`src/design/pixel_stack_statistics_defines.svh`:
```
// Assertion macros for the pixel stack statistics block.
// Included by the top level only; depends on nothing.
`ifndef PIXEL_STACK_STATISTICS_DEFINES_SVH
`define PIXEL_STACK_STATISTICS_DEFINES_SVH

// same-cycle implication
`define PSS_ASSERT_NOW(label, clk, rstn, ante, cons, msg) \
    label: assert property (@(posedge clk) disable iff (!rstn) (ante) |-> (cons)) \
        else $error(msg);

// next-cycle implication
`define PSS_ASSERT_NEXT(label, clk, rstn, ante, cons, msg) \
    label: assert property (@(posedge clk) disable iff (!rstn) (ante) |=> (cons)) \
        else $error(msg);

`endif

```
`src/design/pss_pkg.sv`:
```
// Shared types and constants for the pixel stack statistics block.
// Used by pss_iter and pixel_stack_statistics; depends on nothing.
package pss_pkg;

    localparam int PIXEL_COUNT_DEF = 4096;
    localparam int IDX_W  = 12;
    localparam int VAL_W  = 8;
    localparam int SUM_W  = 16;
    localparam int SSQ_W  = 24;
    localparam int WORK_W = 48;
    localparam int DIV_W  = 16;
    localparam int REM_W  = 26;
    localparam int ROOT_W = 24;
    localparam int CNT_W  = 6;

    localparam logic [1:0] CFG_IMAGE_COUNT = 2'd0;
    localparam logic [1:0] CFG_MEAN_MODE   = 2'd1;
    localparam logic [1:0] CFG_STDDEV_MODE = 2'd2;

    localparam logic KIND_ACCUM = 1'b0;
    localparam logic KIND_READ  = 1'b1;

    localparam logic [SSQ_W-1:0] ONE_Q88 = 24'd256;

    typedef enum logic [9:0] {
        S_IDLE = 10'b00_0000_0001,
        S_RD   = 10'b00_0000_0010,
        S_MEAN = 10'b00_0000_0100,
        S_MUL1 = 10'b00_0000_1000,
        S_MUL2 = 10'b00_0001_0000,
        S_MUL3 = 10'b00_0010_0000,
        S_MUL4 = 10'b00_0100_0000,
        S_VDIV = 10'b00_1000_0000,
        S_SQRT = 10'b01_0000_0000,
        S_FIN  = 10'b10_0000_0000
    } state_t;

    typedef struct packed {
        logic start;
        logic sqrt_op;
    } iter_ctl_t;

    typedef struct packed {
        logic busy;
        logic done;
    } iter_stat_t;

endpackage

```
`src/design/pss_iter.sv`:
```
// Shared iterative unit: restoring divide (one quotient bit per cycle)
// and digit-by-digit square root (one root bit per cycle). Uses pss_pkg.
module pss_iter (
    input  logic                          aclk,
    input  logic                          aresetn,
    input  pss_pkg::iter_ctl_t            ctl,
    input  logic [pss_pkg::WORK_W-1:0]    operand,
    input  logic [pss_pkg::DIV_W-1:0]     divisor,
    output pss_pkg::iter_stat_t           stat,
    output logic [pss_pkg::WORK_W-1:0]    result
);
    logic                          run_reg;
    logic                          done_reg;
    logic                          sqrt_reg;
    logic [pss_pkg::CNT_W-1:0]     cnt_reg;
    logic [pss_pkg::WORK_W-1:0]    work_reg;
    logic [pss_pkg::REM_W-1:0]     rem_reg;
    logic [pss_pkg::ROOT_W-1:0]    root_reg;
    logic [pss_pkg::DIV_W-1:0]     div_reg;
    logic [26:0]                   a_op;
    logic [26:0]                   b_op;
    logic [26:0]                   diff;
    logic                          ge;

    // one compare-subtract shared by both operations
    always_comb begin
        if (sqrt_reg) begin
            a_op = {rem_reg[24:0], work_reg[47:46]};
            b_op = {1'b0, root_reg, 2'b01};
        end else begin
            a_op = {10'd0, rem_reg[15:0], work_reg[47]};
            b_op = {11'd0, div_reg};
        end
        ge   = (a_op >= b_op);
        diff = a_op - b_op;
    end

    always_ff @(posedge aclk) begin
        if (!aresetn) begin
            run_reg  <= 1'b0;
            done_reg <= 1'b0;
        end else begin
            done_reg <= 1'b0;
            if (ctl.start) begin
                run_reg  <= 1'b1;
                sqrt_reg <= ctl.sqrt_op;
                cnt_reg  <= ctl.sqrt_op ? 6'd23 : 6'd47;
                work_reg <= operand;
                rem_reg  <= '0;
                root_reg <= '0;
                div_reg  <= divisor;
            end else if (run_reg) begin
                if (sqrt_reg) begin
                    rem_reg  <= ge ? diff[25:0] : a_op[25:0];
                    root_reg <= {root_reg[22:0], ge};
                    work_reg <= {work_reg[45:0], 2'b00};
                end else begin
                    rem_reg  <= {10'd0, (ge ? diff[15:0] : a_op[15:0])};
                    work_reg <= {work_reg[46:0], ge};
                end
                cnt_reg <= cnt_reg - 6'd1;
                if (cnt_reg == '0) begin
                    run_reg  <= 1'b0;
                    done_reg <= 1'b1;
                end
            end
        end
    end

    assign stat.busy = run_reg;
    assign stat.done = done_reg;
    assign result    = sqrt_reg ? {24'd0, root_reg} : work_reg;

endmodule

```
`config.mk`:
```
export PLATFORM = sky130hd
export DESIGN_NAME = pss_iter
export DESIGN_NICKNAME = d
export VERILOG_FILES = /design/src/design/pixel_stack_statistics_defines.svh /design/src/design/pss_pkg.sv /design/src/design/pss_iter.sv
export SDC_FILE = /design/constraint.sdc
export NUM_CORES = 1
export LEC_CHECK = 0
export ABC_AREA = 0
export BUFFER_PORTS_ARGS = -buffer_cell sky130_fd_sc_hd__buf_2
export CORE_ASPECT_RATIO = 1.1
export CORE_MARGIN = 2
export CORE_UTILIZATION = 64
export CTS_BUF_LIST = sky130_fd_sc_hd__clkbuf_8
export CTS_CLUSTER_DIAMETER = 80
export DETAILED_ROUTE_END_ITERATION = 8
export HOLD_SLACK_MARGIN = 0.05
export PLACE_DENSITY = 0.95
export SLEW_MARGIN = 20
export SYNTH_ARGS = -nofsm -noshare
export SYNTH_HDL_FRONTEND = slang
export SYNTH_SLANG_ARGS = --single-unit
```
`constraint.sdc`:
```
create_clock -name aclk -period 7 [get_ports aclk]
set_input_delay 0.7 -clock aclk [delete_from_list [all_inputs] [get_ports aclk]]
set_output_delay 0.7 -clock aclk [all_outputs]
set_load 0.005 [all_outputs]
```
==> impl_results.md <==
- CTS Hold Bufs: 0
- Final WL: around 19,000 microns
- CP dominant cell by count: buf_4
- Slowest-stage cell, CP: edfxtp_1
- Clk_lat worst skew: roughly 0.44 ns
- Fill cells: 699
- CTS tree: built
- Crit path largest cell delay: 0.69 ns
- Largest net degree at the start of global routing: 76
- CTS max path bufs: 2
- Sink Count: 122
- # IOs: 118
- WP data arrival: 4.40 ns
- Crit end category: register
- Initial Util: 65.64%
- Kind of cell adding the most delay to the critical path: buffers and inverters
- Chip width: 107.5 microns
- Layout area overhead: 13.65%
- Pwr/cell area: between 200 and 300 mW/mm^2
- FFs w/ async S/R, synth: 0%
- Max-slew violations: 0
- Post-CTS sizing: 0
- Tightest Pin Transition: 0.8514 ns
- Gp weighted congestion: 0.9662
- Synth warnings: 0
- Max-Cap Viols: 0
- Htree depth: 4
- Final worst slack: 2.754 ns
- HPWL after DPL: 12,770 microns
- Fin util: 74.60%
- Worst Setup Start Kind: register
- Synth unique cells: 57
- Post-Syn Area: ~0.0075 sq mm
- Antenna viol nets, final: 0
- Fmax: 0.2355 GHz
- RSZ-0062 raised after global routing: false
- Initial antenna violation count: 0
- Final period util: slightly above 60%
- Share of post-route cells with drive strength above 1: 23.59%
- Crit path kind: reg2reg
- Grt total ovfl: 0
- # nets final: 920
- VDD IR max: 153.6 uV
- Register area share after synthesis: 48.31%
- Postcts setup bufs: 0
- Hold Path Class: in2reg
- Worst path buffer plus inverter count: 2
- DR WL met3: 1712 microns
- Most frequent cells in the layout: edfxtp_1 (120), buf_2 (116), nand2_1 (86)
- Sum Neg Setup Slack: 0 ns
- WL/cell: 19.64 microns
- Gr usage total: between 30% and 40%
- Leakage power: 3.516 nW
- DRC: 0
- Syn avg cell area: around 10 sq um
- Status: finished clean
- EDFF count, synth: 120
- Met2 wire length: 9483 microns
- Commonest non-fill, non-tap cell in the layout: edfxtp_1
- DRT met1 WL: between 7000 and 8000 microns
- Initial DRC count: 678
- Crit Path Max Fanout: 27
- Slew headroom: between 40% and 50%
- Via/cell ratio: roughly 6.3
- Skew final: 0.009464 ns
- Global-route wire length before repair: 31,070 microns
- Die Height: 117.9 microns
- Vias in the first global route: roughly 6,000
- Drt pass-1 iters: 6
- Setup-failing EPs final: 0
- DR vias: about 6,200
- Ant diodes: 0
- Core Box Area: roughly 0.011 sq mm
- Flops & latches, synth: 122
- CTS clk-pin slew, worst paths: 0.07 ns
- Tmin final: 4.246 ns
- Top_reg_cell synth: edfxtp_1
- CTS root buffer: clkbuf_8
- I/O Buffers: about 120
- FP Rows: 41
- WP data required: 7.15 ns
- Post-Synthesis Net Count: 822
- Highest metal used: met4
- Worst path cell trace: buf_4, mux2_2, ha_1, nand3_1, nor3_1, a31oi_1, and2_1, a21oi_2, buf_4, mux2i_1, nor2_1
- Flip-flop count of the largest register after layout: 48
- Endpoints failing hold: 0
- Cts bufs inserted: 17
- Die outline area: 0.01267 sq mm
- Synthesized netlist cell count: 725
- Dpl ws: 3.029 ns
-- through the flow --
step	power, mW	hold slack [ns]	area (sq um)	std cells
final	2.163	0.4346	8572	985
after global routing	2.240	0.4252	8572	985
after CTS	2.150	0.4153	8572	985
after detailed placement	1.470	0.4812	8157	954
after global placement	1.447	0.4431	8157	954
after floorplan	1.333	0.4309	7542	725
-- synth_stat cells (all sizes together), types with 3 or more instances --
cell type / number / area (sq um)
nand2: 86 / 322.8
a21o: 9 / 67.56
nor2: 35 / 133.9
nand3: 9 / 45.04
and3: 3 / 18.77
edfxtp: 120 / 3603
a211oi: 6 / 65.06
nand4: 4 / 25.02
o21ai: 75 / 375.4
o21bai: 5 / 37.54
a21oi: 48 / 247.7
nor3: 9 / 45.04
and2: 12 / 75.07
mux2i: 49 / 490.5
nand2b: 10 / 62.56
inv: 21 / 78.83
buf: 20 / 126.4
o2111ai: 4 / 35.03
xnor2: 11 / 96.34
clkbuf: 26 / 97.59
ha: 28 / 350.3
nor2b: 53 / 331.6
o31ai: 5 / 37.54
mux2: 30 / 341.6
xor2: 11 / 96.34
o21a: 9 / 67.56
-- path summary, 6_finish.rpt --
| check | from | endpoint | slack (ns) | depth (start not counted) |
|---|---|---|---|---|
| min | divisor[11] | div_reg[11]$_DFFE_PP_ | 0.43 | 1 |
| max | sqrt_reg$_DFFE_PP_ | rem_reg[6]$_SDFFCE_PP0P_ | 2.75 | 11 |
| max reg2reg | sqrt_reg$_DFFE_PP_ | rem_reg[6]$_SDFFCE_PP0P_ | 2.75 | 11 |
| min reg2reg | run_reg$_SDFF_PN0_ | done_reg$_SDFF_PP0_ | 0.50 | 2 |
-- power breakdown --
part	switching (mW)	total [mW]	internal [mW]
Sequential	0.0371	0.913	0.876
Combinational	0.337	0.572	0.235
Clock	0.296	0.678	0.382
Total	0.669	2.16	1.49
-- routing by layer --
layer	vias up	global-route usage [%]
li1	2822	-
met1	2901	40.43
met2	402	50.90
met3	79	6.755
met4	0	12.50
met5	-	0
-- area by class of cell --
| type | count | area (sq um) | share of cell area (%) |
|---|---|---|---|
| Sequential cell | 122 | 3643 | 42.50 |
| Inverter | 21 | 78.83 | 0.9196 |
| Multi-Input combinational cell | 536 | 3598 | 41.98 |
| Tap cell | 150 | 187.7 | 2.189 |
| Clock inverter | 14 | 181.4 | 2.116 |
| Timing Repair Buffer | 125 | 648.1 | 7.561 |
| Clock buffer | 17 | 234.0 | 2.730 |
-- logic make-up (layout without fill, tap and decap cells) --
family | after synthesis | after routing | synth area share, %
xor gates and xnor gates | 22 | 22 | 2.555
adders and majority gates | 29 | 29 | 4.910
buffers and inverters | 67 | 177 | 4.014
and+or+nand+nor | 229 | 229 | 14.86
DFF | 122 | 122 | 48.31
muxes | 79 | 79 | 11.03
AOI/OAI and AO/OA | 177 | 177 | 14.32
Power figures use the tool's default switching activity.
